**config.mk**
```make
export PLATFORM = sky130hd
export DESIGN_NAME = rhc_post
export DESIGN_NICKNAME = d
export VERILOG_FILES = /design/src/rtl/core/rhc_pkg.sv /design/src/rtl/core/rhc_post.sv
export SDC_FILE = /design/constraint.sdc
export NUM_CORES = 1
export LEC_CHECK = 0
export BUFFER_PORTS_ARGS = -buffer_cell sky130_fd_sc_hd__buf_2
export CORE_MARGIN = 2
export CORE_UTILIZATION = 52
export DETAILED_ROUTE_END_ITERATION = 8
export HOLD_SLACK_MARGIN = 0.12
export PLACE_DENSITY = 0.87
export RECOVER_POWER = 50
export SLEW_MARGIN = 20
export SYNTH_ARGS = -nofsm -noshare
export SYNTH_HDL_FRONTEND = slang
export SYNTH_SLANG_ARGS = --single-unit
export TNS_END_PERCENT = 5
```
**constraint.sdc**
```tcl
create_clock -name clock -period 6.3 [get_ports clock]
set_clock_uncertainty 0.15 [all_clocks]
set_input_delay 0.315 -clock clock [delete_from_list [all_inputs] [get_ports clock]]
set_output_delay 0.315 -clock clock [all_outputs]
set_load 0.05 [all_outputs]
```
**src/rtl/core/rhc_pkg.sv**
```systemverilog
package rhc_pkg;

   localparam int HUE_W = 16;
   localparam int SQ_W  = 13;
   localparam int LVL_W = 10;

   localparam logic [SQ_W-1:0] Q12_ONE = 13'd4096;
   localparam int DEG_FULL   = 360;
   localparam int DEG_SECTOR = 60;

   // 60 * 4096, the unit of the mode 1 fraction terms
   localparam logic [17:0] Q_ONE60 = 18'd245760;

   // ceil(2^30 / 60), exact quotient for dividends below 2^24
   localparam logic [24:0] RECIP60     = 25'd17895698;
   localparam int          RECIP_SHIFT = 30;
   localparam int          SCALE_SHIFT = 24;

   // ceil(2^32 / 360), exact quotient for 16 bit dividends
   localparam logic [23:0] RECIP360  = 24'd11930465;
   localparam int          MOD_SHIFT = 32;

   localparam logic MODE_RGB = 1'b0;
   localparam logic MODE_HSV = 1'b1;

   typedef enum logic [1:0] {
      MAX_RED,
      MAX_GREEN,
      MAX_BLUE
   } max_sel_type;

   typedef enum logic [2:0] {
      SECTOR_0,
      SECTOR_1,
      SECTOR_2,
      SECTOR_3,
      SECTOR_4,
      SECTOR_5
   } sector_type;

   typedef struct packed {
      logic              mode;
      logic [HUE_W-1:0]  hue;
      logic [SQ_W-1:0]   sat;
      logic [SQ_W-1:0]   val;
   } hsv_side_type;

   typedef struct packed {
      max_sel_type sel;
      logic        neg;
      logic        dz;
      sector_type  sector;
   } hue_ctl_type;

   typedef struct packed {
      logic              mode;
      logic [HUE_W-1:0]  red_in;
      logic [HUE_W-1:0]  green_in;
      logic [HUE_W-1:0]  blue_in;
      logic [HUE_W-1:0]  hue_in;
      logic [SQ_W-1:0]   sat_in;
      logic [SQ_W-1:0]   val_in;
   } req_type;

   typedef struct packed {
      logic [LVL_W-1:0]  level_red;
      logic [LVL_W-1:0]  level_green;
      logic [LVL_W-1:0]  level_blue;
      logic [HUE_W-1:0]  hue_out;
      logic [SQ_W-1:0]   sat_out;
      logic [SQ_W-1:0]   val_out;
      logic [LVL_W-1:0]  drive_red;
      logic [LVL_W-1:0]  drive_green;
      logic [LVL_W-1:0]  drive_blue;
   } rsp_type;

endpackage

```
**src/rtl/core/rhc_post.sv**
```systemverilog
module rhc_post import rhc_pkg::*; #(
   parameter int PWM_MAX = 1023
) (
   input  logic                                  clock,
   input  logic                                  reset,
   input  logic                                  inverted,
   input  logic                                  in_valid,
   output logic                                  in_stall,
   input  logic [2:0][SQ_W-1:0]                  in_quot,
   input  logic [$clog2(PWM_MAX+1):0]            in_hue_rem,
   input  logic [2:0][$clog2(PWM_MAX+1)-1:0]     in_lvl,
   input  logic [3:0][$clog2(PWM_MAX+1)-1:0]     in_term,
   input  hue_ctl_type                           in_ctl,
   input  hsv_side_type                          in_hsv,
   output logic                                  out_valid,
   input  logic                                  out_stall,
   output rsp_type                               out_data
);

   localparam int LW = $clog2(PWM_MAX + 1);
   localparam logic [LW-1:0] PMAX = LW'(PWM_MAX);

   logic          vld_ff;
   rsp_type       rsp_ff, rsp_in;
   logic          rdy;
   logic [8:0]    q9, base, hue9;
   logic          remnz;
   logic [LW-1:0] tv, tp, tq, tt;
   logic [2:0][LW-1:0] lvl;

   assign rdy      = !vld_ff || !out_stall;
   assign in_stall = !rdy;

   always_comb begin
      q9    = 9'(in_quot[0]);
      remnz = (in_hue_rem != '0);
      case (in_ctl.sel)
         MAX_RED:   base = 9'd0;
         MAX_GREEN: base = 9'd120;
         MAX_BLUE:  base = 9'd240;
         default:   base = 9'd0;
      endcase
      // truncation toward zero, wrap for a negative red hue
      if (in_ctl.dz) begin
         hue9 = 9'd0;
      end else if (!in_ctl.neg) begin
         hue9 = base + q9;
      end else if (in_ctl.sel == MAX_RED) begin
         hue9 = (q9 == 9'd0) ? 9'd0 : 9'(DEG_FULL) - q9;
      end else begin
         hue9 = base - q9 - 9'(remnz);
      end

      tv = in_term[0];
      tp = in_term[1];
      tq = in_term[2];
      tt = in_term[3];

      if (in_hsv.mode == MODE_RGB) begin
         lvl = in_lvl;
         rsp_in.hue_out = HUE_W'(hue9);
         rsp_in.sat_out = in_quot[1];
         rsp_in.val_out = in_quot[2];
      end else begin
         case (in_ctl.sector)
            SECTOR_0: lvl = {tp, tt, tv};
            SECTOR_1: lvl = {tp, tv, tq};
            SECTOR_2: lvl = {tt, tv, tp};
            SECTOR_3: lvl = {tv, tq, tp};
            SECTOR_4: lvl = {tv, tp, tt};
            default:  lvl = {tq, tp, tv};
         endcase
         rsp_in.hue_out = in_hsv.hue;
         rsp_in.sat_out = in_hsv.sat;
         rsp_in.val_out = in_hsv.val;
      end

      rsp_in.level_red   = LVL_W'(lvl[0]);
      rsp_in.level_green = LVL_W'(lvl[1]);
      rsp_in.level_blue  = LVL_W'(lvl[2]);
      rsp_in.drive_red   = inverted ? LVL_W'(PMAX - lvl[0]) : LVL_W'(lvl[0]);
      rsp_in.drive_green = inverted ? LVL_W'(PMAX - lvl[1]) : LVL_W'(lvl[1]);
      rsp_in.drive_blue  = inverted ? LVL_W'(PMAX - lvl[2]) : LVL_W'(lvl[2]);
   end

   always_ff @(posedge clock) begin
      if (reset) begin
         vld_ff <= 1'b0;
      end else if (rdy) begin
         vld_ff <= in_valid;
      end
      if (rdy) begin
         rsp_ff <= rsp_in;
      end
   end

   assign out_valid = vld_ff;
   assign out_data  = rsp_ff;

endmodule

```
==> After elaboration in Yosys (flattened, before gate mapping) <==
Index checks and enable logic that the tools add are counted.
{ "word_totals": {"reg_bits": 103, "word_cells": 43, "input_bits": 175} }
{ "classes": {"addsub": 7, "eq_ne": 6, "mux": 11, "n_reduce_logical": 8} }
{ "ops": {"columns": ["cell", "count"], "rows": [
  ["$pmux 30 s5", 1],
  ["$mux 9", 4],
  ["$mux 35", 1],
  ["$mux 10", 3],
  ["$mux 30", 1],
  ["$sub 10x10->10 const A", 3],
  ["$pmux 8 s2", 1],
  ["$reduce_bool 11->1", 1],
  ["$add 9x9->9", 1],
  ["$logic_not 9->1", 1],
  ["$sub 9x1->9", 1],
  ["$sub 9x9->9", 1],
  ["$sub 9x9->9 const A", 1],
  ["$eq 3x2->1 const B", 2],
  ["$eq 3x1->1 const B", 1],
  ["$eq 3x3->1 const B", 1],
  ["$logic_not 1->1", 3],
  ["$logic_not 3->1", 1],
  ["$eq 2x1->1 const B", 1],
  ["$eq 2x2->1 const B", 1],
  ["$logic_not 2->1", 1],
  ["$logic_or 1x1->1", 1]
]} }

==> Logic depth before layout (Yosys ltp) <==
{ "logic_depth": {"depth_word": 8, "depth_mapped": 13, "mapped_depth_nobuf": 13} }

==> Least setup slack after synthesis <==
OpenSTA, ideal clock, no wires.
{ "synth_path": {"path_type": "register to register", "from": "register vld_ff, in the netlist out_valid", "to": "register vld_ff, in the netlist out_valid", "arrival_ns": 3.989, "n_path_buf": 0, "setup_slack_ns": 2.041, "setup_ns": 0.120, "path_stages_with_launch": 5, "synth_period_minus_slack_ns": 4.259, "path_cell_list": "dfxtp_1 nand2_1 inv_1 nor2_1 nor2_1"} }
{ "synth_via": {"elab_chain_len": 2} }
{ "synth_rtl": {"columns": ["item", "line_no", "source"], "rows": [
  ["start: declaration", "rhc_post.sv:23", "logic vld_ff;"],
  ["start signal: assignment", "rhc_post.sv:90", "vld_ff <= in_valid;"],
  ["$logic_not 1->1", "rhc_post.sv:31", "assign rdy = !vld_ff || !out_stall;"],
  ["$logic_or 1x1->1", "rhc_post.sv:31", null]
]} }
Every way passes these cells.
A chain may end at the register's enable or synchronous reset.

==> impl_metrics.py <==
metrics = {
    "setup_path": {
        "cp_slowest_cell": "clkbuf_1",
        "cp-start-kind": "primary input",
        "cp_max_fo": 51,
        "reg2reg_slack_ps": 3850,
        "crit_type": "primary input to flip-flop",
        "crit_path_max_incr_delay_ps": 1730,
        "worstSetupEndpointType": "flip-flop",
        "path_cells": "clkbuf_1 -> nor2_2 -> nand2_1 -> a21oi_1 -> a221oi_1 -> a21oi_2 -> xor2_1",
        "cp.required_ps": 6210,
        "arrival_ps": 3600,
    },
    "yosys": {
        "synth_cell_type_count": 58,
        "synth_largest_area_cell": "edfxtp_1",
        "yosysSeqAreaShare_pct": 48.8,
        "ys_top_cells_by_area": "edfxtp_1 48%, mux2_2 7.7%, ha_1 4.8%, xor2_1 4.6%, nor2_1 3.7%",
        "synth_nets": 780,
        "synth_xor_area_share_pct": 5.41,
        "synth.area.mux_share_pct": 11.0,
        "synth_top_family_by_area": "compound AO/OA/AOI/OAI gates",
        "synthArstFlopShare_pct": 0,
        "synthTopCellsByCount": "102 x edfxtp_1, 63 x nor2_1, 43 x mux2_2",
        "synth_fa_ha_area_share_pct": 5.07,
        "synth_warnings": 0,
        "synthSimpleGateAreaFrac_pct": 11.5,
        "synth_edf_count": 102,
        "synth.top_cell.area_share_pct": 48.5,
        "synthCells": 580,
        "synth_compound_area_share_pct": 13.5,
        "synth-seq-cells": 103,
        "synth_area_sq_um": 6320,
        "synth_flop_cell": "edfxtp_1",
        "postSynthAreaPerCell_sq_um": 10.9,
        "synth_most_common_cell": "edfxtp_1",
    },
    "drt": {
        "drt_pass1_iterations": 5,
        "routed_via_density": 5.61,
        "drc": 0,
        "drt_iter0_markers": 563,
        "detail-route-antenna-nets": 0,
        "wl_per_cell_microns": 17.6,
        "finalWirelength_mm": 17.8,
        "vias": 5675,
    },
    "pwr": {
        "powerDensity_nw_per_um2": 264,
        "vdd_drop_max_v": 0.000135,
        "power_leakage_nw": 3.41,
        "finalPower_mw": 2.16,
    },
    "clock_network": {
        "clk_pin_slew_ps": 80,
        "numCtsBuffers": 9,
        "cts.htree.levels": 3,
        "cts_setup_buffers": 0,
        "clk_latency_ps": 340,
        "clkSinkCount": 103,
        "cts_tree": "yes",
        "root_buffer": "clkbuf_16",
        "clockBufferDepth": 2,
    },
    "run": {
        "cap_violations": 1,
    },
    "timing": {
        "final_max_slew_viol_count": 52,
        "timing.setup.tns_ps": 0,
        "period_needed_ps": 3690,
        "max_clock_freq_ghz": 0.271,
        "hold_viol_final": 0,
        "setup_violations": 0,
        "slew_headroom_pct": -65.9,
        "rsz0062_at_grt": "false",
        "fin_crit_sh_pct": 58.6,
        "worst_pin_slew_ps": 2490,
        "holdWs_ps": 122,
    },
    "placement": {
        "gp_congestion": 0.852,
        "port_buffers": 274,
        "dp_hpwl_mm": 12.1,
        "placed_area_sq_um": 7690,
    },
    "die": {
        "dieArea_sq_um": 13000,
        "dieWidth_microns": 114,
        "die_h_microns": 114,
        "core_sq_um": 11900,
        "start_util_pct": 53.0,
        "rows": 40,
        "io_pins": 279,
    },
    "finish": {
        "syn_to_final_growth_pct": 29.3,
        "fill_cells": 941,
        "drive_above_1_share_pct": 27.7,
        "layout.nets": 1058,
        "final_area_sq_um": 8170,
    },
    "global_route": {
        "grt_max_degree": 93,
        "use_met2_pct": 44.8,
        "grtUsageMet3_pct": 5.51,
        "grt_util_met1_pct": 32.5,
        "grt_util_all_layers_pct": 26.0,
        "top_usage_layer": "met2",
        "grt_antenna_before_repair": 2,
        "grt_pass1_vias": 5320,
        "grt-ovfl-total": 0,
        "grt_pass1_wl_mm": 26.7,
    },
    "min_path": {
        "hold_class": "primary input to flip-flop",
    },
    "status": {
        "violations": "capacitance limit, slew limit",
        "status": "finished with violations",
    },
}
[metal layers]
metal | share of wire [%] | vias up
met5 | 0 | -
met4 | 3.0 | 0
met3 | 7.9 | 42
met2 | 50 | 292
met1 | 39 | 2647
li1 | - | 2694
[stage by stage]
stage	util, %	setup slack, ps	std cells
floorplan	-	2040	580
global placement	64.6	3280	964
detailed placement	64.6	3230	964
CTS	69.5	3600	1007
global route	68.6	2410	1011
finish	68.6	2610	1011
[final timing paths]
| check | depth (start not counted) | end | start |
|---|---|---|---|
| setup reg to reg | 2 | out_data[96] | out_valid |
| hold reg to reg | 1 | out_data[51] | out_valid |
| setup / recovery | 7 | out_data[18] | in_ctl[0] |
| hold / removal | 2 | out_data[34] | in_hsv[4] |
[final cells by class]
| type | count | area [sq um] | share of cell area, % |
|---|---|---|---|
| flip-flops and latches | 103 | 3080 | 37.7 |
| inverters | 25 | 93.8 | 1.15 |
| clock buffers | 9 | 225 | 2.76 |
| repair buffers | 306 | 1560 | 19.1 |
| clock inverters | 7 | 93.8 | 1.15 |
| multi-input cells | 413 | 2930 | 35.9 |
| diodes | 1 | 2.50 | 0.0306 |
| well taps | 147 | 184 | 2.25 |
[placed cells by master, fill, tap and decap left out, types with 25 or more instances in the layout]
master         count
inv_1             25
clkbuf_1         105
dlygate4sd3_1     30
nor2_1            63
a21oi_1           42
nand2_1           41
xor2_1            33
buf_2            168
mux2_2            42
edfxtp_1         102
[where the power goes]
part           leakage, nW  internal, mW  switching, mW  total [mW]
clock network        0.153         0.321          0.275       0.596
logic                 2.18         0.194          0.500       0.694
registers             1.07         0.849         0.0208       0.870
total                 3.41          1.36          0.796        2.16
[cell families after synthesis]
group,Yosys count
simple gates,153
flops,103
xor+xnor,39
fa+ha+maj,25
buf+inv,64
mux,64
compound gates,132
[registers in the layout (all words and copies together) (netlist names)]
signal,count
out_data,102
out_valid,1
[repair_timing]
action	CTS	global route
hold buffers	27	3
endpoints found under the hold margin	22	2
gates resized for setup	0	0
[critical path: cells and delay by family]
family	cells	cell delay (ps)
AOI/OAI and AO/OA	3	690
buffers and inverters	1	1730
xor gates and xnor gates	1	190
and+or+nand+nor	2	640
No activity file was read; power rests on OpenSTA's default activity.
