==> config.mk <==
export PLATFORM = sky130hd
export DESIGN_NAME = rhc_div
export DESIGN_NICKNAME = d
export VERILOG_FILES = /design/src/rtl/core/rhc_div.sv
export SDC_FILE = /design/constraint.sdc
export NUM_CORES = 1
export LEC_CHECK = 0
export ABC_AREA = 1
export BUFFER_PORTS_ARGS = -buffer_cell sky130_fd_sc_hd__buf_4
export CELL_PAD_IN_SITES_DETAIL_PLACEMENT = 0
export CELL_PAD_IN_SITES_GLOBAL_PLACEMENT = 2
export CORE_UTILIZATION = 39
export DETAILED_ROUTE_END_ITERATION = 8
export GPL_ROUTABILITY_DRIVEN = 0
export PLACE_DENSITY_LB_ADDON = 0.1
export SYNTH_ARGS = -nofsm -noshare
export SYNTH_HDL_FRONTEND = slang
export SYNTH_SLANG_ARGS = --single-unit
==> constraint.sdc <==
create_clock -name clock -period 13.8 [get_ports clock]
set_input_delay 2.76 -clock clock [delete_from_list [all_inputs] [get_ports clock]]
set_output_delay 2.76 -clock clock [all_outputs]
set_load 0.05 [all_outputs]
==> src/rtl/core/rhc_div.sv <==
module rhc_div #(
   parameter int LANES = 3,
   parameter int NW    = 16,
   parameter int DW    = 17,
   parameter int QW    = 8,
   parameter int SW    = 1
) (
   input  logic                          clock,
   input  logic                          reset,
   input  logic                          in_valid,
   output logic                          in_stall,
   input  logic [LANES-1:0][NW-1:0]      in_num,
   input  logic [LANES-1:0][DW-1:0]      in_den,
   input  logic [SW-1:0]                 in_side,
   output logic                          out_valid,
   input  logic                          out_stall,
   output logic [LANES-1:0][QW-1:0]      out_quot,
   output logic [LANES-1:0][DW-1:0]      out_rem,
   output logic [SW-1:0]                 out_side
);

   localparam int CW = (NW > DW + QW) ? NW : DW + QW;

   logic                         vld_ff  [QW];
   logic [LANES-1:0][NW-1:0]     rem_ff  [QW];
   logic [LANES-1:0][DW-1:0]     den_ff  [QW];
   logic [LANES-1:0][QW-1:0]     quot_ff [QW];
   logic [SW-1:0]                side_ff [QW];
   logic                         rdy     [QW+1];

   assign rdy[QW] = !out_stall;

   // one quotient bit per stage, msb first
   for (genvar k = 0; k < QW; k++) begin : g_stage
      logic                      v_src;
      logic [LANES-1:0][NW-1:0]  r_src;
      logic [LANES-1:0][DW-1:0]  d_src;
      logic [LANES-1:0][QW-1:0]  q_src;
      logic [SW-1:0]             s_src;
      logic [LANES-1:0][NW-1:0]  rem_in;
      logic [LANES-1:0][QW-1:0]  quot_in;
      logic [LANES-1:0][CW-1:0]  trial;

      if (k == 0) begin : g_first
         assign v_src = in_valid;
         assign r_src = in_num;
         assign d_src = in_den;
         assign q_src = '0;
         assign s_src = in_side;
      end else begin : g_next
         assign v_src = vld_ff[k-1];
         assign r_src = rem_ff[k-1];
         assign d_src = den_ff[k-1];
         assign q_src = quot_ff[k-1];
         assign s_src = side_ff[k-1];
      end

      assign rdy[k] = !vld_ff[k] || rdy[k+1];

      always_comb begin
         for (int l = 0; l < LANES; l++) begin
            trial[l]   = CW'(d_src[l]) << (QW - 1 - k);
            rem_in[l]  = r_src[l];
            quot_in[l] = q_src[l];
            if (CW'(r_src[l]) >= trial[l]) begin
               rem_in[l]             = NW'(CW'(r_src[l]) - trial[l]);
               quot_in[l][QW-1-k]    = 1'b1;
            end
         end
      end

      always_ff @(posedge clock) begin
         if (reset) begin
            vld_ff[k] <= 1'b0;
         end else if (rdy[k]) begin
            vld_ff[k] <= v_src;
         end
         if (rdy[k]) begin
            rem_ff[k]  <= rem_in;
            den_ff[k]  <= d_src;
            quot_ff[k] <= quot_in;
            side_ff[k] <= s_src;
         end
      end
   end

   assign in_stall  = !rdy[0];
   assign out_valid = vld_ff[QW-1];
   assign out_quot  = quot_ff[QW-1];
   assign out_side  = side_ff[QW-1];

   always_comb begin
      for (int l = 0; l < LANES; l++) begin
         out_rem[l] = DW'(rem_ff[QW-1][l]);
      end
   end

`ifndef SYNTHESIS
   a_rem_below_den: assert property (@(posedge clock) disable iff (reset)
      out_valid |-> (DW'(rem_ff[QW-1][0]) < den_ff[QW-1][0]))
      else $error("divider remainder not below divisor");

   a_stall_holds: assert property (@(posedge clock) disable iff (reset)
      out_valid && out_stall |=> out_valid && $stable(out_quot))
      else $error("divider result lost under stall");

   a_reset_empty: assert property (@(posedge clock)
      reset |=> !out_valid)
      else $error("divider not empty after reset");
`endif

endmodule

# Yosys cells after proc, flatten, opt, wreduce, memory -nomap -nowiden
# Memories as Yosys holds them, arrays and structs flattened.
# Cells that the tools add are included.
# word_totals
register_bits	0
mem_bits_rw	1000
input_bits	104
output_inout_bits	78
word_cells	169
memories	5
# classes
add_sub_neg	24
magnitude_cmp	24
n_mux	90
bitwise	8
n_reduce_logical	18
# mem_list
name	words	word_bits	rd	rd_ports_with_merged_regs	wr	line	rtl
den_ff	8	51	7	0	8	26	logic [LANES-1:0][DW-1:0] den_ff [QW];
rem_ff	8	48	8	0	8	25	logic [LANES-1:0][NW-1:0] rem_ff [QW];
quot_ff	8	24	8	0	8	27	logic [LANES-1:0][QW-1:0] quot_ff [QW];
side_ff	8	1	8	0	8	28	logic [SW-1:0] side_ff [QW];
vld_ff	8	1	8	0	8	24	logic vld_ff [QW];
# op_table
operator	n
16-bit 2-to-1 mux	24
16-bit subtractor	24
16-bit by 24-bit >= comparator with 1-bit output	3
16-bit by 23-bit >= comparator with 1-bit output	3
16-bit by 22-bit >= comparator with 1-bit output	3
1-bit 2-to-1 mux	66
16-bit by 21-bit >= comparator with 1-bit output	3
16-bit by 20-bit >= comparator with 1-bit output	3
16-bit by 19-bit >= comparator with 1-bit output	3
16-bit by 18-bit >= comparator with 1-bit output	3
16-bit by 17-bit >= comparator with 1-bit output	3
1-bit zero test	10
1-bit logical OR	8
1-bit OR	8

# Logic depth before layout (Yosys ltp)
# Gate-level depths: netlist of run 1.
# An unclocked memory read counts as a cell.
# logic_depth
word_depth	14
ltp_mapped	15
mapped_depth_nobuf	14

# Worst setup path before layout of run 1
# OpenSTA, ideal clock, no wires.
# synth_path
path_kind	input port to output port
startpoint	in out_stall
endpoint	out in_stall
t_arrival_ps	11084
required_time_ps	11040
slack_ps	-44
cell_stages	8
n_path_buf	0
cell_sequence	nand2_1 nor2_2 nand2_1 nor2_2 inv_2 nor2_4 nand3_2 nor2_2
# synth_lines
item	line	rtl
start, declared	16	input logic out_stall,
end, declared	11	output logic in_stall,

==> results of run 1 <==
==> worst reg2reg max path, delay by kind of cell (launching register included) <==
family / cells / cell delay, ns
DFF: 1 / 0.39
and+or+nand+nor: 7 / 2.31
buffers and inverters: 3 / 0.89
==> synthesized netlist by cell type, types with 24 or more instances <==
cell and count:
a21oi_1 161, buf_2 25, edfxtp_1 865, fa_1 24, ha_1 300, inv_1 1025
nand2_1 2027, nand2_2 25, nand3_1 425, nand3b_1 30, nand4_1 116, nor2_1 394
nor3_1 29, o21ai_0 29, o21bai_1 25, xnor2_1 59, xor2_1 74
==> per-layer routing <==
| layer | vias up | routed length, um | global-route usage [%] | part of all wire [%] |
|---|---|---|---|---|
| met2 | 513 | 57100 | 32.1 | 46 |
| li1 | 19000 | - | - | - |
| met3 | 165 | 3970 | 2.36 | 3.2 |
| met1 | 16000 | 58400 | 25.2 | 47 |
| met5 | - | 0 | 0 | 0 |
| met4 | 0 | 4160 | 7.25 | 3.4 |
==> final cells by class <==
class,instances,share of cell area [%]
sequential,865,46.1
multi-input combinational,3806,35.1
inverter,1029,6.87
clock buffer,104,4.28
tap,1662,3.69
timing repair buffer,192,2.56
clock inverter,73,1.47
==> state kept, by name (all words and copies together) (netlist names) <==
register and count:
rem_ff 384, quot_ff 108, den_ff 357, vld_ff 8, side_ff 8
==> cells by family (layout without fill, tap and decap cells) <==
logic type | Yosys count | count (layout) | synth area share (%)
AO/OA/AOI/OAI | 237 | 237 | 2.58
XOR/XNOR | 133 | 133 | 2.33
adder cells (fa/ha/maj) | 324 | 324 | 8.47
buffers and inverters | 1091 | 1398 | 8.62
flip-flops | 865 | 865 | 51.9
other | 1 | 3 | 0.00750
AND/OR/NAND/NOR | 3109 | 3109 | 26.1
==> placed cells by master, fill, tap and decap left out, drive strengths merged <==
| cell type | synthesis | final |
|---|---|---|
| nand2 | 2062 | 2062 |
| inv | 1029 | 1037 |
| edfxtp | 865 | 865 |
| nand3 | 435 | 435 |
| nor2 | 409 | 409 |
| ha | 300 | 300 |
| buf | 57 | 192 |
| a21oi | 161 | 161 |
| nand4 | 116 | 116 |
| clkbuf | 5 | 104 |
| xor2 | 74 | 74 |
| xnor2 | 59 | 59 |
| clkinv | 0 | 46 |
| o21ai | 37 | 37 |
| nor3 | 33 | 33 |
| nand3b | 32 | 32 |
| o21bai | 26 | 26 |
| fa | 24 | 24 |
| bufinv | 0 | 13 |
| and2 | 12 | 12 |
| or2 | 6 | 6 |
| clkinvlp | 0 | 6 |
| a21o | 5 | 5 |
| nor4 | 3 | 3 |
| a31oi | 3 | 3 |
| o21a | 3 | 3 |
| conb | 1 | 3 |
| or3 | 1 | 1 |
| a22oi | 1 | 1 |
| a21boi | 1 | 1 |
==> power by group <==
part	leakage, nW	switching [mW]	internal, mW
logic	17.1	0.976	0.513
registers	9.39	0.134	3.11
clock network	1.57	1.07	1.52
total	28.1	2.18	5.14
==> path summary, 6_finish.rpt <==
path	startpoint	endpoint	slack, ns	cells after the start
setup / recovery	out_stall	in_stall	5.43	10
setup reg to reg	vld_ff[1][3]	den_ff[0][29]	9.78	10
hold reg to reg	quot_ff[0][70]	quot_ff[0][94]	0.42	0
hold / removal	quot_ff[0][70]	quot_ff[0][94]	0.42	0
==> through the flow <==
| step | total power, mW | setup slack (ns) | std cells | instance area, um2 |
|---|---|---|---|---|
| final | 7.32 | 5.43 | 7731 | 56400 |
| after global routing | 7.72 | 5.09 | 7731 | 56400 |
| after CTS | 7.43 | 5.30 | 7731 | 56400 |
| after detailed placement | 4.80 | 5.31 | 7554 | 53100 |
| after global placement | 4.80 | 5.36 | 7554 | 53100 |
| after floorplan | 4.35 | 1.08 | 5762 | 50000 |
==> out/results.tsv, run 1 <==
metric	value	unit
DR pass1 iterations	5	
CP cell instances	buf_4 -> nand2_4 -> nor2_2 -> nand2_8 -> nor2_2 -> inv_4 -> nor2_4 -> nand3_4 -> nor2_2 -> buf_4	
Core ar.	127000	um2
Fin Setup TNS	0	ns
synthesis-to-layout area growth	12.7	%
CTS Buffer Depth	3	
outcome	finished, final reports clean	
Final Critical Period	8.37	ns
DRC	0	
Die Width	360	um
register area	26000	um2
filler instances	12700	
routed vias	35700	
Post-Synthesis Cell Area	50000	um2
Lkg Pwr	28.1	nW
clk slew on worst S/H paths	0.06	ns
first-pass GRT wire length	195	mm
final core utilization	44.3	%
Max stage delay on crit path	0.42	ns
Routed Antenna Nets	0	
final setup violation count	0	
hold buffers post-CTS	0	
ranking of synthesized cells by area	edfxtp_1 (52%), nand2_1 (15%), inv_1 (7.7%)	
area leader, netlist	edfxtp_1	
Synth Instances	5760	
maximum VDD drop	113	uV
CP dominant cell by count	nor2_2	
Top delay family on crit path	simple AND/OR/NAND/NOR gates	
grt ovf	0	
average size of a mapped cell	8.68	um2
area of the die	130000	um2
Yosys top cell area share	51.9	%
largest net degree at the start of global routing	80	
Yosys reg bits	865	
Post-Route WL	124	mm
Chip Height	360	um
CTS tree	done	
CP endpoint kind	primary output	
PortBufs	178	
asr flop ratio synth	0	%
Hold WS	0.416	ns
Final Cycle Share	60.6	%
worst hold-check path type	reg2reg	
DR vias/cell	4.61	
Slowest cell on crit path	nand3_4	
Power Density	130	nW/um2
Max Fclk	120	MHz
root buffer cell	clkbuf_16	
Arr. time, crit path	5.61	ns
WP buf/inv	3	
nets	6417	
Rows	131	
DR iter-0 viols	1902	
Avg WL per Cell	16.0	um
initial antenna violation count	0	
register area share after synthesis	51.9	%
Inserted Diodes	0	
crit path kind	in2out	
dominant synthesized flop cell	edfxtp_1	
cts repair resizes	0	
Tot GR Track Use	19.1	%
Cell variety after synth	48	
RSZ-0062 raised after global routing	no	
CTS buffer count	95	
dpl hpwl	101	mm
number of synthesized flops with an enable pin	865	
clk_lat worst skew	0.70	ns
max-slew violations	0	
Max-Cap Viols	0	
multi-input logic area	19800	um2
H-tree depth	3	
Worst slew margin	34.2	%
Initial Util	39.3	%
# IOs	182	
Worst setup SP type	primary input	
critical path data required time	11.04	ns
setup bufs post-CTS	0	
Hold Fails Final Rpt	0	
yosys warns	0	
layout cell share with drive strength beyond 1	7.04	%
# clock sinks	865	
Worst Path Max Fanout	43	
number of global-route vias before repair	35600	
clk_skew	0.0352	ns
Slew @ Worst Pin	0.987	ns
Note: power is estimated with default switching activity, not from simulation.
==> run 2, diff against run 1 <==
==> constraint.sdc (replaced) <==
create_clock -name clock -period 7.9 [get_ports clock]
set_input_delay 1.58 -clock clock [delete_from_list [all_inputs] [get_ports clock]]
set_output_delay 1.58 -clock clock [all_outputs]
set_load 0.05 [all_outputs]
==> out/results.tsv, run 2 (same netlist as run 1, synthesis figures left out) <==
metric	value	unit	change
outcome	finished, final reports clean		
first-pass GRT wire length	196	mm	+0.77%
final instance area	56300	um2	-0.13%
layout cell share with drive strength beyond 1	6.88	%	-0.16 points
root buffer cell	clkbuf_16		
Post-Route WL	124	mm	+0.50%
Worst Path Max Fanout	55		+28%
DR pass1 iterations	8		+3
area of the die	130000	um2	unchanged
critical path data required time	6.32	ns	-4.72 ns
commonest non-fill, non-tap cells in the layout	nand2_1 (2024), inv_1 (1022), edfxtp_1 (865), nand3_1 (425), nor2_1 (394)		
Chip Height	360	um	unchanged
setup bufs post-CTS	0		unchanged
clk_skew	0.0228	ns	-0.0124 ns
Lkg Pwr	28.0	nW	-0.13%
dpl hpwl	100	mm	-0.12%
Hold Fails Final Rpt	0		unchanged
Inserted Diodes	0		unchanged
# IOs	182		unchanged
crit path kind	in2out		
max-slew violations	0		unchanged
DR iter-0 viols	2292		+21%
CP endpoint kind	primary output		
Core ar.	127000	um2	unchanged
final setup violation count	0		unchanged
maximum VDD drop	153	uV	+36%
Largest Register	rem_ff		
Final Cycle Share	77.4	%	
most common cell after layout, fill and taps aside	nand2_1		
cts repair resizes	0		unchanged
PortBufs	178		unchanged
Initial Util	39.3	%	unchanged
Slew @ Worst Pin	0.925	ns	-0.0618 ns
Worst setup SP type	primary input		
Worst slew margin	38.0	%	+3.8 points
CTS Buffer Depth	3		unchanged
Routed Antenna Nets	0		unchanged
biggest regs	rem_ff (384), den_ff (357), quot_ff (108)		
Tot GR Track Use	19.2	%	+0.052 points
Arr. time, crit path	4.54	ns	-1.07 ns
routed vias	35800		+0.52%
Post-DP Area	53200	um2	about the same
largest net degree at the start of global routing	114		+43%
clk slew on worst S/H paths	0.06	ns	about the same
synthesis-to-layout area growth	12.6	%	
nets	6418		+0.016%
CTS buffer count	95		unchanged
clk_lat worst skew	0.70	ns	about the same
Rows	131		unchanged
Max-Cap Viols	0		unchanged
DRC	0		unchanged
Die Width	360	um	unchanged
Avg WL per Cell	16.1	um	+0.55%
number of global-route vias before repair	35800		+0.64%
CTS tree	done		
worst hold-check path type	reg2reg		
Power Density	225	nW/um2	+73%
# clock sinks	865		unchanged
Fin Setup TNS	0	ns	unchanged
final core utilization	44.2	%	-0.057 points
initial antenna violation count	0		unchanged
grt ovf	0		unchanged
H-tree depth	3		unchanged
hold buffers post-CTS	0		unchanged
Largest register FFs	384		unchanged
Max Fclk	163	MHz	
Final Critical Period	6.12	ns	
RSZ-0062 raised after global routing	no		
DR vias/cell	4.64		+0.57%
run 2: path summary, 6_finish.rpt:
kind                                startpoint        endpoint  slack (ns)  depth (start not counted)
worst max register to register    vld_ff[1][3]   den_ff[0][23]        4.00                         10
worst max-delay path                 out_stall        in_stall        1.78                         10
worst min-delay path            quot_ff[1][43]  quot_ff[1][67]        0.42                          0
worst min register to register  quot_ff[1][43]  quot_ff[1][67]        0.42                          0
run 2: layout make-up:
type                    instances  area [um2]
clock inverters                64         681
well taps                    1662        2080
multi-input cells            3806       19800
flip-flops and latches        865       26000
fillers                     12700       71000
clock buffers                 108        2450
repair buffers                193        1470
inverters                    1029        3880
run 2: routing by layer:
metal	vias up	routed length, um	track usage, %
li1	19000	-	-
met1	16200	59200	25.5
met2	512	58900	33.0
met3	156	3470	2.15
met4	0	2650	5.21
met5	-	0	0
run 2: stage by stage:
step / setup slack [ns] / cells / hold WS, ns / power (mW)
6_report: 1.78 / 7727 / 0.416 / 12.7
5_1_grt: 1.47 / 7727 / 0.420 / 13.4
4_1_cts: 1.65 / 7727 / 0.412 / 12.8
3_5_place_dp: 1.66 / 7555 / 0.405 / 8.38
3_3_place_gp: 1.72 / 7555 / 0.402 / 8.38
2_1_floorplan: 0.0166 / 5762 / 0.400 / 7.61
run 2: critical path, cell delays in order:
cell and delay (ns):
buf_4 0.09, nand2_4 0.24, nor2_2 0.42, nand2_8 0.34, nor2_2 0.31, inv_4 0.25, nor2_4 0.30, nand3_4 0.44
nor2_4 0.31, buf_4 0.23
run 2: power breakdown:
| part | switching [mW] | internal, mW | total [mW] | leakage (nW) |
|---|---|---|---|---|
| sequential | 0.235 | 5.42 | 5.66 | 9.39 |
| combinational | 1.70 | 0.896 | 2.60 | 17.1 |
| clock | 1.83 | 2.56 | 4.40 | 1.52 |
