**src/rtl/core/rhc_pkg.sv**
```systemverilog
package rhc_pkg;

   localparam int HUE_W = 16;
   localparam int SQ_W  = 13;
   localparam int LVL_W = 10;

   localparam logic [SQ_W-1:0] Q12_ONE = 13'd4096;
   localparam int DEG_FULL   = 360;
   localparam int DEG_SECTOR = 60;

   // 60 * 4096, the unit of the mode 1 fraction terms
   localparam logic [17:0] Q_ONE60 = 18'd245760;

   // ceil(2^30 / 60), exact quotient for dividends below 2^24
   localparam logic [24:0] RECIP60     = 25'd17895698;
   localparam int          RECIP_SHIFT = 30;
   localparam int          SCALE_SHIFT = 24;

   // ceil(2^32 / 360), exact quotient for 16 bit dividends
   localparam logic [23:0] RECIP360  = 24'd11930465;
   localparam int          MOD_SHIFT = 32;

   localparam logic MODE_RGB = 1'b0;
   localparam logic MODE_HSV = 1'b1;

   typedef enum logic [1:0] {
      MAX_RED,
      MAX_GREEN,
      MAX_BLUE
   } max_sel_type;

   typedef enum logic [2:0] {
      SECTOR_0,
      SECTOR_1,
      SECTOR_2,
      SECTOR_3,
      SECTOR_4,
      SECTOR_5
   } sector_type;

   typedef struct packed {
      logic              mode;
      logic [HUE_W-1:0]  hue;
      logic [SQ_W-1:0]   sat;
      logic [SQ_W-1:0]   val;
   } hsv_side_type;

   typedef struct packed {
      max_sel_type sel;
      logic        neg;
      logic        dz;
      sector_type  sector;
   } hue_ctl_type;

   typedef struct packed {
      logic              mode;
      logic [HUE_W-1:0]  red_in;
      logic [HUE_W-1:0]  green_in;
      logic [HUE_W-1:0]  blue_in;
      logic [HUE_W-1:0]  hue_in;
      logic [SQ_W-1:0]   sat_in;
      logic [SQ_W-1:0]   val_in;
   } req_type;

   typedef struct packed {
      logic [LVL_W-1:0]  level_red;
      logic [LVL_W-1:0]  level_green;
      logic [LVL_W-1:0]  level_blue;
      logic [HUE_W-1:0]  hue_out;
      logic [SQ_W-1:0]   sat_out;
      logic [SQ_W-1:0]   val_out;
      logic [LVL_W-1:0]  drive_red;
      logic [LVL_W-1:0]  drive_green;
      logic [LVL_W-1:0]  drive_blue;
   } rsp_type;

endpackage

```
**src/rtl/core/rhc_prep.sv**
```systemverilog
module rhc_prep import rhc_pkg::*; #(
   parameter int PWM_MAX = 1023
) (
   input  logic                                    clock,
   input  logic                                    reset,
   input  logic                                    in_valid,
   output logic                                    in_stall,
   input  logic [3:0][HUE_W-1:0]                   in_raw,
   input  hsv_side_type                            in_hsv,
   output logic                                    out_valid,
   input  logic                                    out_stall,
   output logic [1:0][$clog2(PWM_MAX+1)+11:0]      out_num,
   output logic [1:0][$clog2(PWM_MAX+1):0]         out_den,
   output logic [2:0][$clog2(PWM_MAX+1)-1:0]       out_lvl,
   output logic [3:0][$clog2(PWM_MAX+1)-1:0]       out_term,
   output logic [SQ_W-1:0]                         out_val,
   output hue_ctl_type                             out_ctl,
   output hsv_side_type                            out_hsv
);

   localparam int LW  = $clog2(PWM_MAX + 1);
   localparam int NNW = LW + 6;
   localparam int AW  = 19;
   localparam int CQW = 30;
   localparam int CPW = 25;
   localparam int EQW = CQW + LW;
   localparam int EPW = CPW + LW;
   localparam int EVW = SQ_W + LW;
   localparam int YW  = EQW - SCALE_SHIFT;
   localparam int PQW = YW + 25;
   localparam int QRW = 8;
   localparam int MPW = HUE_W + 25;
   localparam int RMW = HUE_W + 1;
   localparam int VSH = 2 * LW + 12;
   localparam int VPW = 2 * LW + 26;

   // ceil(2^32 / (PWM_MAX+1)), exact quotient for 16 bit requests
   localparam logic [24:0] RECIP_LVL =
      25'(((64'd1 << MOD_SHIFT) + 64'(PWM_MAX)) / 64'(PWM_MAX + 1));
   // ceil(2^VSH / PWM_MAX), exact quotient for mx * 4096
   localparam logic [LW+13:0] RECIP_VAL =
      (LW + 14)'(((64'd1 << VSH) + 64'(PWM_MAX) - 64'd1) / 64'(PWM_MAX));

   // common fields carried through stages 1 to 5
   typedef struct packed {
      hsv_side_type            hsv;
      logic [2:0][LW-1:0]      lvl;
      logic [LW-1:0]           mx;
      logic [LW-1:0]           d;
      logic                    neg;
      max_sel_type             sel;
      sector_type              sector;
   } carry_type;

   logic rdy_r1, rdy_r2;
   logic r1_vld_ff, r2_vld_ff;
   logic rdy1, rdy2, rdy3, rdy4, rdy5;
   logic s1_vld_ff, s2_vld_ff, s3_vld_ff, s4_vld_ff, s5_vld_ff;

   logic [3:0][HUE_W-1:0] r1_raw_ff;
   logic [3:0][QRW-1:0]   r1_quot_ff, quot_in;
   hsv_side_type          r1_hsv_ff, r2_hsv_ff;
   logic [2:0][LW-1:0]    r2_lvl_ff, lvl_in;
   logic [8:0]            r2_hue_ff, hue_rem_in;

   carry_type s1_ff, s2_ff, s3_ff, s4_ff, s5_ff;
   carry_type s1_in;

   logic [LW-1:0]  s1_absd_ff, absd_in;
   logic [5:0]     s1_fr_ff, fr_in;
   logic [NNW-1:0] s2_n60_ff, s3_n60_ff, s4_n60_ff, s5_n60_ff;
   logic [AW-1:0]  s2_aq_ff, s2_at_ff;
   logic [VPW-1:0] s2_vp_ff;
   logic [CQW-1:0] s3_cq_ff, s3_ct_ff;
   logic [CPW-1:0] s3_cp_ff;
   logic [SQ_W-1:0] s3_val_ff, s4_val_ff, s5_val_ff;
   logic [EQW-1:0] s4_eq_ff, s4_et_ff;
   logic [EPW-1:0] s4_ep_ff;
   logic [EVW-1:0] s4_ev_ff;
   logic [PQW-1:0] s5_pq_ff, s5_pt_ff;
   logic [LW-1:0]  s5_tp_ff, s5_tv_ff;

   logic [LW:0]    diff;
   logic [8:0]     base;
   logic [5:0]     fr_c;

   assign rdy5 = !s5_vld_ff || !out_stall;
   assign rdy4 = !s4_vld_ff || rdy5;
   assign rdy3 = !s3_vld_ff || rdy4;
   assign rdy2 = !s2_vld_ff || rdy3;
   assign rdy1 = !s1_vld_ff || rdy2;
   assign rdy_r2 = !r2_vld_ff || rdy1;
   assign rdy_r1 = !r1_vld_ff || rdy_r2;
   assign in_stall = !rdy_r1;

   // reduction stage 1: quotients through reciprocals
   always_comb begin
      for (int l = 0; l < 3; l++) begin
         quot_in[l] = QRW'((MPW'(in_raw[l]) * MPW'(RECIP_LVL)) >> MOD_SHIFT);
      end
      quot_in[3] = QRW'((MPW'(in_raw[3]) * MPW'(RECIP360)) >> MOD_SHIFT);
   end

   // reduction stage 2: remainders
   always_comb begin
      for (int l = 0; l < 3; l++) begin
         lvl_in[l] = LW'(RMW'(r1_raw_ff[l]) - RMW'(r1_quot_ff[l]) * RMW'(PWM_MAX + 1));
      end
      hue_rem_in = 9'(RMW'(r1_raw_ff[3]) - RMW'(r1_quot_ff[3]) * RMW'(DEG_FULL));
   end

   // stage 1: max, min, hue difference, hue sector
   always_comb begin
      s1_in.hsv = r2_hsv_ff;
      s1_in.lvl = r2_lvl_ff;
      s1_in.mx  = r2_lvl_ff[0];
      if (r2_lvl_ff[1] > s1_in.mx) s1_in.mx = r2_lvl_ff[1];
      if (r2_lvl_ff[2] > s1_in.mx) s1_in.mx = r2_lvl_ff[2];
      s1_in.d = r2_lvl_ff[0];
      if (r2_lvl_ff[1] < s1_in.d) s1_in.d = r2_lvl_ff[1];
      if (r2_lvl_ff[2] < s1_in.d) s1_in.d = r2_lvl_ff[2];
      s1_in.d = s1_in.mx - s1_in.d;
      if (s1_in.mx == r2_lvl_ff[0]) begin
         s1_in.sel = MAX_RED;
         diff      = {1'b0, r2_lvl_ff[1]} - {1'b0, r2_lvl_ff[2]};
      end else if (s1_in.mx == r2_lvl_ff[1]) begin
         s1_in.sel = MAX_GREEN;
         diff      = {1'b0, r2_lvl_ff[2]} - {1'b0, r2_lvl_ff[0]};
      end else begin
         s1_in.sel = MAX_BLUE;
         diff      = {1'b0, r2_lvl_ff[0]} - {1'b0, r2_lvl_ff[1]};
      end
      s1_in.neg = diff[LW];
      absd_in   = diff[LW] ? LW'(-diff) : LW'(diff);

      if (r2_hue_ff >= 9'd300) begin
         s1_in.sector = SECTOR_5;
         base         = 9'd300;
      end else if (r2_hue_ff >= 9'd240) begin
         s1_in.sector = SECTOR_4;
         base         = 9'd240;
      end else if (r2_hue_ff >= 9'd180) begin
         s1_in.sector = SECTOR_3;
         base         = 9'd180;
      end else if (r2_hue_ff >= 9'd120) begin
         s1_in.sector = SECTOR_2;
         base         = 9'd120;
      end else if (r2_hue_ff >= 9'd60) begin
         s1_in.sector = SECTOR_1;
         base         = 9'd60;
      end else begin
         s1_in.sector = SECTOR_0;
         base         = 9'd0;
      end
      fr_in = 6'(r2_hue_ff - base);
   end

   assign fr_c = 6'(DEG_SECTOR) - s1_fr_ff;

   always_ff @(posedge clock) begin
      if (reset) begin
         r1_vld_ff <= 1'b0;
         r2_vld_ff <= 1'b0;
         s1_vld_ff <= 1'b0;
         s2_vld_ff <= 1'b0;
         s3_vld_ff <= 1'b0;
         s4_vld_ff <= 1'b0;
         s5_vld_ff <= 1'b0;
      end else begin
         if (rdy_r1) r1_vld_ff <= in_valid;
         if (rdy_r2) r2_vld_ff <= r1_vld_ff;
         if (rdy1) s1_vld_ff <= r2_vld_ff;
         if (rdy2) s2_vld_ff <= s1_vld_ff;
         if (rdy3) s3_vld_ff <= s2_vld_ff;
         if (rdy4) s4_vld_ff <= s3_vld_ff;
         if (rdy5) s5_vld_ff <= s4_vld_ff;
      end

      if (rdy_r1) begin
         r1_raw_ff  <= in_raw;
         r1_quot_ff <= quot_in;
         r1_hsv_ff  <= in_hsv;
      end

      if (rdy_r2) begin
         r2_lvl_ff <= lvl_in;
         r2_hue_ff <= hue_rem_in;
         r2_hsv_ff <= r1_hsv_ff;
      end

      if (rdy1) begin
         s1_ff      <= s1_in;
         s1_absd_ff <= absd_in;
         s1_fr_ff   <= fr_in;
      end

      // stage 2: s*f and s*(1-f), 60*|diff|, mx*4096 times reciprocal of PWM_MAX
      if (rdy2) begin
         s2_ff     <= s1_ff;
         s2_n60_ff <= NNW'(s1_absd_ff) * NNW'(DEG_SECTOR);
         s2_aq_ff  <= AW'(s1_ff.hsv.sat) * AW'(s1_fr_ff);
         s2_at_ff  <= AW'(s1_ff.hsv.sat) * AW'(fr_c);
         s2_vp_ff  <= VPW'({s1_ff.mx, 12'd0}) * VPW'(RECIP_VAL);
      end

      // stage 3: v times the fraction terms
      if (rdy3) begin
         s3_ff     <= s2_ff;
         s3_n60_ff <= s2_n60_ff;
         s3_cq_ff  <= CQW'(s2_ff.hsv.val) * CQW'(Q_ONE60 - 18'(s2_aq_ff));
         s3_ct_ff  <= CQW'(s2_ff.hsv.val) * CQW'(Q_ONE60 - 18'(s2_at_ff));
         s3_cp_ff  <= CPW'(s2_ff.hsv.val) * CPW'(Q12_ONE - s2_ff.hsv.sat);
         s3_val_ff <= SQ_W'(s2_vp_ff >> VSH);
      end

      // stage 4: scale to the pwm range
      if (rdy4) begin
         s4_ff     <= s3_ff;
         s4_n60_ff <= s3_n60_ff;
         s4_eq_ff  <= EQW'(s3_cq_ff) * EQW'(PWM_MAX);
         s4_et_ff  <= EQW'(s3_ct_ff) * EQW'(PWM_MAX);
         s4_ep_ff  <= EPW'(s3_cp_ff) * EPW'(PWM_MAX);
         s4_ev_ff  <= EVW'(s3_ff.hsv.val) * EVW'(PWM_MAX);
         s4_val_ff <= s3_val_ff;
      end

      // stage 5: divide by 60 through the reciprocal
      if (rdy5) begin
         s5_ff     <= s4_ff;
         s5_n60_ff <= s4_n60_ff;
         s5_pq_ff  <= PQW'(YW'(s4_eq_ff >> SCALE_SHIFT)) * PQW'(RECIP60);
         s5_pt_ff  <= PQW'(YW'(s4_et_ff >> SCALE_SHIFT)) * PQW'(RECIP60);
         s5_tp_ff  <= LW'(s4_ep_ff >> SCALE_SHIFT);
         s5_tv_ff  <= LW'(s4_ev_ff >> 12);
         s5_val_ff <= s4_val_ff;
      end
   end

   assign out_valid = s5_vld_ff;

   // lane 0 hue fraction, lane 1 saturation
   always_comb begin
      out_num[0] = (LW + 12)'(s5_n60_ff);
      out_num[1] = {s5_ff.d, 12'd0};
      out_den[0] = (s5_ff.d == '0) ? (LW + 1)'(1) : (LW + 1)'(s5_ff.d);
      out_den[1] = (s5_ff.mx == '0) ? (LW + 1)'(1) : (LW + 1)'(s5_ff.mx);
      out_lvl     = s5_ff.lvl;
      out_term[0] = s5_tv_ff;
      out_term[1] = s5_tp_ff;
      out_term[2] = LW'(s5_pq_ff >> RECIP_SHIFT);
      out_term[3] = LW'(s5_pt_ff >> RECIP_SHIFT);
      out_val     = s5_val_ff;
      out_ctl.sel    = s5_ff.sel;
      out_ctl.neg    = s5_ff.neg;
      out_ctl.dz     = (s5_ff.d == '0);
      out_ctl.sector = s5_ff.sector;
      out_hsv        = s5_ff.hsv;
   end

endmodule

```
**config.mk**
```make
export PLATFORM = sky130hd
export DESIGN_NAME = rhc_prep
export DESIGN_NICKNAME = d
export VERILOG_FILES = /design/src/rtl/core/rhc_pkg.sv /design/src/rtl/core/rhc_prep.sv
export SDC_FILE = /design/constraint.sdc
export NUM_CORES = 2
export LEC_CHECK = 0
export ABC_AREA = 1
export BUFFER_PORTS_ARGS = -buffer_cell sky130_fd_sc_hd__buf_2
export CAP_MARGIN = 0
export CORE_MARGIN = 10
export CORE_UTILIZATION = 58
export DETAILED_ROUTE_END_ITERATION = 8
export PLACE_DENSITY = 0.78
export SLEW_MARGIN = 10
export SYNTH_ARGS = -nofsm -noshare
export SYNTH_HDL_FRONTEND = slang
export SYNTH_SLANG_ARGS = --single-unit
```
**constraint.sdc**
```tcl
create_clock -name clock -period 27.2 [get_ports clock]
set_input_delay 4.08 -clock clock [delete_from_list [all_inputs] [get_ports clock]]
set_output_delay 4.08 -clock clock [all_outputs]
set_load 0.05 [all_outputs]
```
# Word-level counts from Yosys, hierarchy flattened
# Index checks and enable logic that the tools add are counted.
word_totals:
  ff_bits: 1173
  inputBits: 111
  out_inout_bits: 201
  word_cells: 186
op_classes:
  add_sub_neg: 14
  multipliers: 15
  n_lt_le_gt_ge: 9
  eq_ne: 2
  n_mux: 19
  reduce_logical: 19
ops:
  columns: ["op", "count"]
  rows:
  - ["30-bit by 10-bit multiplier with 40-bit output, second input constant", 2]
  - ["16-bit by 24-bit multiplier with 39-bit output, second input constant", 2]
  - ["10-bit two-way mux", 7]
  - ["14-bit by 19-bit multiplier with 30-bit output", 2]
  - ["16-bit by 24-bit multiplier with 40-bit output, second input constant", 1]
  - ["18-bit by 18-bit subtractor with 19-bit output, first input constant", 2]
  - ["13-bit by 6-bit multiplier with 18-bit output", 2]
  - ["25-bit by 10-bit multiplier with 34-bit output, second input constant", 1]
  - ["10-bit by 23-bit multiplier with 33-bit output, second input constant", 1]
  - ["10-bit by 10-bit subtractor with 11-bit output", 3]
  - ["6-bit two-way mux", 5]
  - ["10-bit by 1-bit subtractor with 10-bit output, second input constant", 3]
  - ["14-bit by 14-bit multiplier with 25-bit output", 1]
  - ["13-bit by 10-bit multiplier with 22-bit output, second input constant", 1]
  - ["11-bit two-way mux", 2]
  - ["10-bit == test", 2]
  - ["10-bit greater-than comparator", 2]
  - ["10-bit zero test", 2]
  - ["10-bit less-than comparator", 2]
  - ["9-bit by 8-bit >= comparator with 1-bit output, second input constant", 2]
  - ["10-bit by 4-bit multiplier with 14-bit output, second input constant", 1]
  - ["13-bit by 13-bit subtractor with 14-bit output, first input constant", 1]
  - ["10-bit negation", 1]
  - ["10-bit subtractor", 1]
  - ["12 further kinds", 29]

# Depth between registers and ports, before layout
depth:
  ltp_word: 9
  mapped_depth: 42
  mapped_depth_nobuf: 40

# Worst setup path after synthesis
# OpenSTA, ideal clock, no wires.
synth_timing:
  path_kind: "input to output"
  from: "in out_stall"
  to: "out in_stall"
  arrival_ps: 23794
  t_required_ps: 23120
  path_slack_ps: -674
  path_stages: 12
  n_path_buf: 0
  path_cell_list: "nand2_1 > nor2_1 > inv_1 > nor2_1 > inv_1 > nor2_1 > inv_1 > nor2_1 > inv_1 > nor2_1 > inv_1 > nor2_1"
synth_between:
  elab_chain_cells: 9
synth_lines:
  columns: ["element", "line", "text"]
  rows:
  - ["start, declared", "rhc_prep.sv:11", "input logic out_stall,"]
  - ["1-bit zero test", "rhc_prep.sv:87", "assign rdy5 = !s5_vld_ff || !out_stall;"]
  - ["1-bit logical OR", "rhc_prep.sv:87", null]
  - ["1-bit logical OR", "rhc_prep.sv:88", "assign rdy4 = !s4_vld_ff || rdy5;"]
  - ["net rdy4", "rhc_prep.sv:57", "logic rdy1, rdy2, rdy3, rdy4, rdy5;"]
  - ["1-bit logical OR", "rhc_prep.sv:89", "assign rdy3 = !s3_vld_ff || rdy4;"]
  - ["net rdy3", "rhc_prep.sv:57", null]
  - ["1-bit logical OR", "rhc_prep.sv:90", "assign rdy2 = !s2_vld_ff || rdy3;"]
  - ["net rdy2", "rhc_prep.sv:57", null]
  - ["1-bit logical OR", "rhc_prep.sv:91", "assign rdy1 = !s1_vld_ff || rdy2;"]
  - ["net rdy1", "rhc_prep.sv:57", null]
  - ["1-bit logical OR", "rhc_prep.sv:92", "assign rdy_r2 = !r2_vld_ff || rdy1;"]
  - ["net rdy_r2", "rhc_prep.sv:55", "logic rdy_r1, rdy_r2;"]
  - ["1-bit logical OR", "rhc_prep.sv:93", "assign rdy_r1 = !r1_vld_ff || rdy_r2;"]
  - ["1-bit zero test", "rhc_prep.sv:94", "assign in_stall = !rdy_r1;"]
  - ["end, declared", "rhc_prep.sv:7", "output logic in_stall,"]
# The timed path passes the listed nets, and every way through them passes these cells.

# Final worst setup path
layout_timing:
  from: "in out_stall"
  to: "out in_stall"
layout_between:
  elab_chain_cells: 9
layout_lines:
  columns: ["element", "line"]
  rows:
  - ["1-bit zero test", "rhc_prep.sv:87"]
  - ["1-bit logical OR", "rhc_prep.sv:87"]
  - ["net rdy5", "rhc_prep.sv:57"]
  - ["1-bit logical OR", "rhc_prep.sv:88"]
  - ["net rdy4", "rhc_prep.sv:57"]
  - ["1-bit logical OR", "rhc_prep.sv:89"]
  - ["net rdy3", "rhc_prep.sv:57"]
  - ["1-bit logical OR", "rhc_prep.sv:90"]
  - ["net rdy2", "rhc_prep.sv:57"]
  - ["1-bit logical OR", "rhc_prep.sv:91"]
  - ["net rdy1", "rhc_prep.sv:57"]
  - ["1-bit logical OR", "rhc_prep.sv:92"]
  - ["net rdy_r2", "rhc_prep.sv:55"]
  - ["1-bit logical OR", "rhc_prep.sv:93"]
  - ["1-bit zero test", "rhc_prep.sv:94"]
# The timed path passes the listed nets, and every way through them passes these cells.

==> flow_summary.json <==
{
  "cts_tree": "yes",
  "port_buffers": 271,
  "drt-total-wl_mm": 202,
  "start_util": 0.582,
  "areaGrowthSynthToFinish_pct": 7.25,
  "slew_viol_final": 0,
  "clk_pin_slew_ns": 0.07,
  "gp_congestion": 0.946,
  "via_per_inst": 5.36,
  "vias": 59400,
  "yosysTopAreaCellShare": 0.322,
  "grt_usage": 0.231,
  "cpMaxStageDelayCell": "nand2_4",
  "synth_edf_count": 1000,
  "fp.dieArea_um2": 177000,
  "firstDrtPassIters": 8,
  "syn_area_um2": 93400,
  "antenna_found_initial": 20,
  "io_pins": 312,
  "gr-total-overflow": 0,
  "insertion_delay_ns": 0.75,
  "final-hold-violation-count": 0,
  "relSlewSlack": 0.261,
  "syn_area_per_cell_um2": 10.8,
  "drive_gt1_frac": 0.0634,
  "rrSetupSlack_ns": 18.42,
  "cts_resized": 0,
  "crit_path_frequent_cell": "nor2_1",
  "async_flop_share": 0,
  "setup_tns_ns": 0,
  "grt_first_pass_wirelength_mm": 332,
  "synth-seq-area-share": 0.323,
  "wire_per_inst_um": 18.2,
  "h-tree-depth": 3,
  "max_slew.worst_pin.slew_ns": 1.11,
  "remaining_drc_errors": 0,
  "worstSetupEndpointType": "output port",
  "hp-class": "reg2reg",
  "critPathLaunchType": "input pin",
  "crit_path_max_fanout": 51,
  "synth-main-ff-cell": "edfxtp_1",
  "max_stage_delay_ns": 0.58,
  "grt_max_degree": 73,
  "outcome": "finished clean",
  "rsz0062_at_grt": "no",
  "drtAntennaViolNets": 0,
  "finClkSkew_ns": 0.0830,
  "clkSinkCount": 1007,
  "path_cells": "buf_2 -> nand2_4 -> nor2_1 -> inv_8 -> nor2_1 -> clkinvlp_4 -> buf_4 -> nor2_1 -> inv_6 -> nor2_1 -> inv_4 -> nor2_1 -> inv_4 -> nor2_1 -> buf_2",
  "drt_iter0_drc": 4339,
  "fill_cells": 12500,
  "crit_type": "in2out",
  "core_um2": 160000,
  "setup_viol": 0,
  "post-dp-hpwl_mm": 160,
  "mostFrequentLayoutCells": "inv_1 (2,006), fa_1 (1,351), nand2_1 (1,180)",
  "yosys_register_bits": 1007,
  "required_ns": 23.12,
  "syn-instance-count": 8632,
  "grt_pass1_vias": 64100,
  "die_w_um": 421,
  "synth-warning-count": 0,
  "cts.hold.buffers_added": 0,
  "clockBufferDepth": 3,
  "cts_buffers": 104,
  "fin_crit_sh": 0.447,
  "post-cts-setup-buffers": 0,
  "yosys.cell_types.count": 72,
  "fin_nets": 11300,
  "rows": 147,
  "finalCriticalPeriod_ns": 12.17,
  "root_buffer": "clkbuf_16",
  "die_y_um": 421,
  "arrival_ns": 8.09,
  "layout_commonest_cell": "inv_1",
  "synthTopCellsByArea": "edfxtp_1 (32%), fa_1 (29%), ha_1 (13%), inv_1 (8.1%), nand2_1 (4.7%)",
  "synth_top_cell_by_area": "edfxtp_1",
  "max_freq_ghz": 0.0822,
  "maxCapViolations": 0
}
==> path summary, 6_finish.rpt <==
check                               endpoint  cells past startpoint    startpoint
worst min register to register    out_val[8]                      0  s4_val_ff[8]
worst max register to register  s3_ct_ff[28]                     36   s2_aq_ff[0]
worst max-delay path                in_stall                     15     out_stall
worst min-delay path              out_val[8]                      0  s4_val_ff[8]
==> cells by family (layout without fill, tap and decap cells) <==
kind of cell	after synthesis	count (layout)	share of synthesized area
adders and majority gates	2332	2332	0.421
DFF	1007	1007	0.323
xor gates and xnor gates	293	293	0.0276
and+or+nand+nor	2045	2045	0.0904
AOI/OAI and AO/OA	681	681	0.0414
buffers and inverters	2273	2532	0.0965
other	1	33	0.0000402
==> registers in the layout, summed over array words and instances, names as in the netlist, 16 cells and up <==
register   cells
s1_ff         99
r1_hsv_ff     43
s4_ff         99
s4_eq_ff      16
s3_cp_ff      25
s2_at_ff      17
r2_lvl_ff     30
s3_ff         99
s3_ct_ff      29
s4_et_ff      16
r2_hsv_ff     43
s2_aq_ff      18
s2_ff         99
s3_cq_ff      30
out_lvl       30
out_hsv       43
r1_raw_ff     39
==> layer usage <==
metal / track usage / share of wire / vias to the layer above
met4: 0.0793 / 0.037 / 2
met1: 0.298 / 0.40 / 29500
met3: 0.0373 / 0.068 / 427
met5: 0 / 0.000064 / -
li1: - / - / 27400
met2: 0.395 / 0.49 / 2057
==> cells in the mapped netlist (all sizes together), types with 4 or more instances <==
cell    instances
a211oi         10
nand3         163
nor4           16
xnor2          96
nor3b           4
buf           128
clkbuf        116
a21boi         11
nand3b          5
ha            981
and2            5
nand4          48
edfxtp       1000
o21ai         173
or2            22
a21oi         344
o221ai          9
a31oi          16
a21o           27
inv          2018
o21a           18
xor2          197
o211ai         15
nor3           43
clkinv         11
a221oi          5
nand2        1205
o31ai           8
o21bai         25
dfxtp           7
fa           1351
nor2          528
==> worst max-delay path: cells and delay by family <==
| kind | cells | cell delay (ns) |
|---|---|---|
| simple gates | 7 | 1.58 |
| buf+inv | 8 | 2.39 |
==> area by class of cell <==
type,count,area (um2),share of cell area
clock inverter,71,996,0.00994
antenna,11,27.5,0.000275
timing repair buffer,309,1640,0.0164
clock buffer,123,2670,0.0267
multi-input combinational,5373,54300,0.542
sequential,1007,30200,0.301
tap,2160,2700,0.0270
inverter,2029,7650,0.0764
==> metrics by stage <==
step                      hold slack (ns)  instance area [um2]  worst slack (ns)   util  instances
after CTS                           0.414               100000             14.85  0.624      11100
after detailed placement            0.405                96500             14.85  0.601      10900
after global placement              0.400                96500             14.93  0.601      10900
after global routing                0.417               100000             14.61  0.625      11100
final                               0.410               100000             15.03  0.625      11100
after floorplan                     0.400                93500             0.913      -       8653
Power is not shown: default switching activity piles up to over one toggle a cycle in this logic, so the estimate is an artifact.
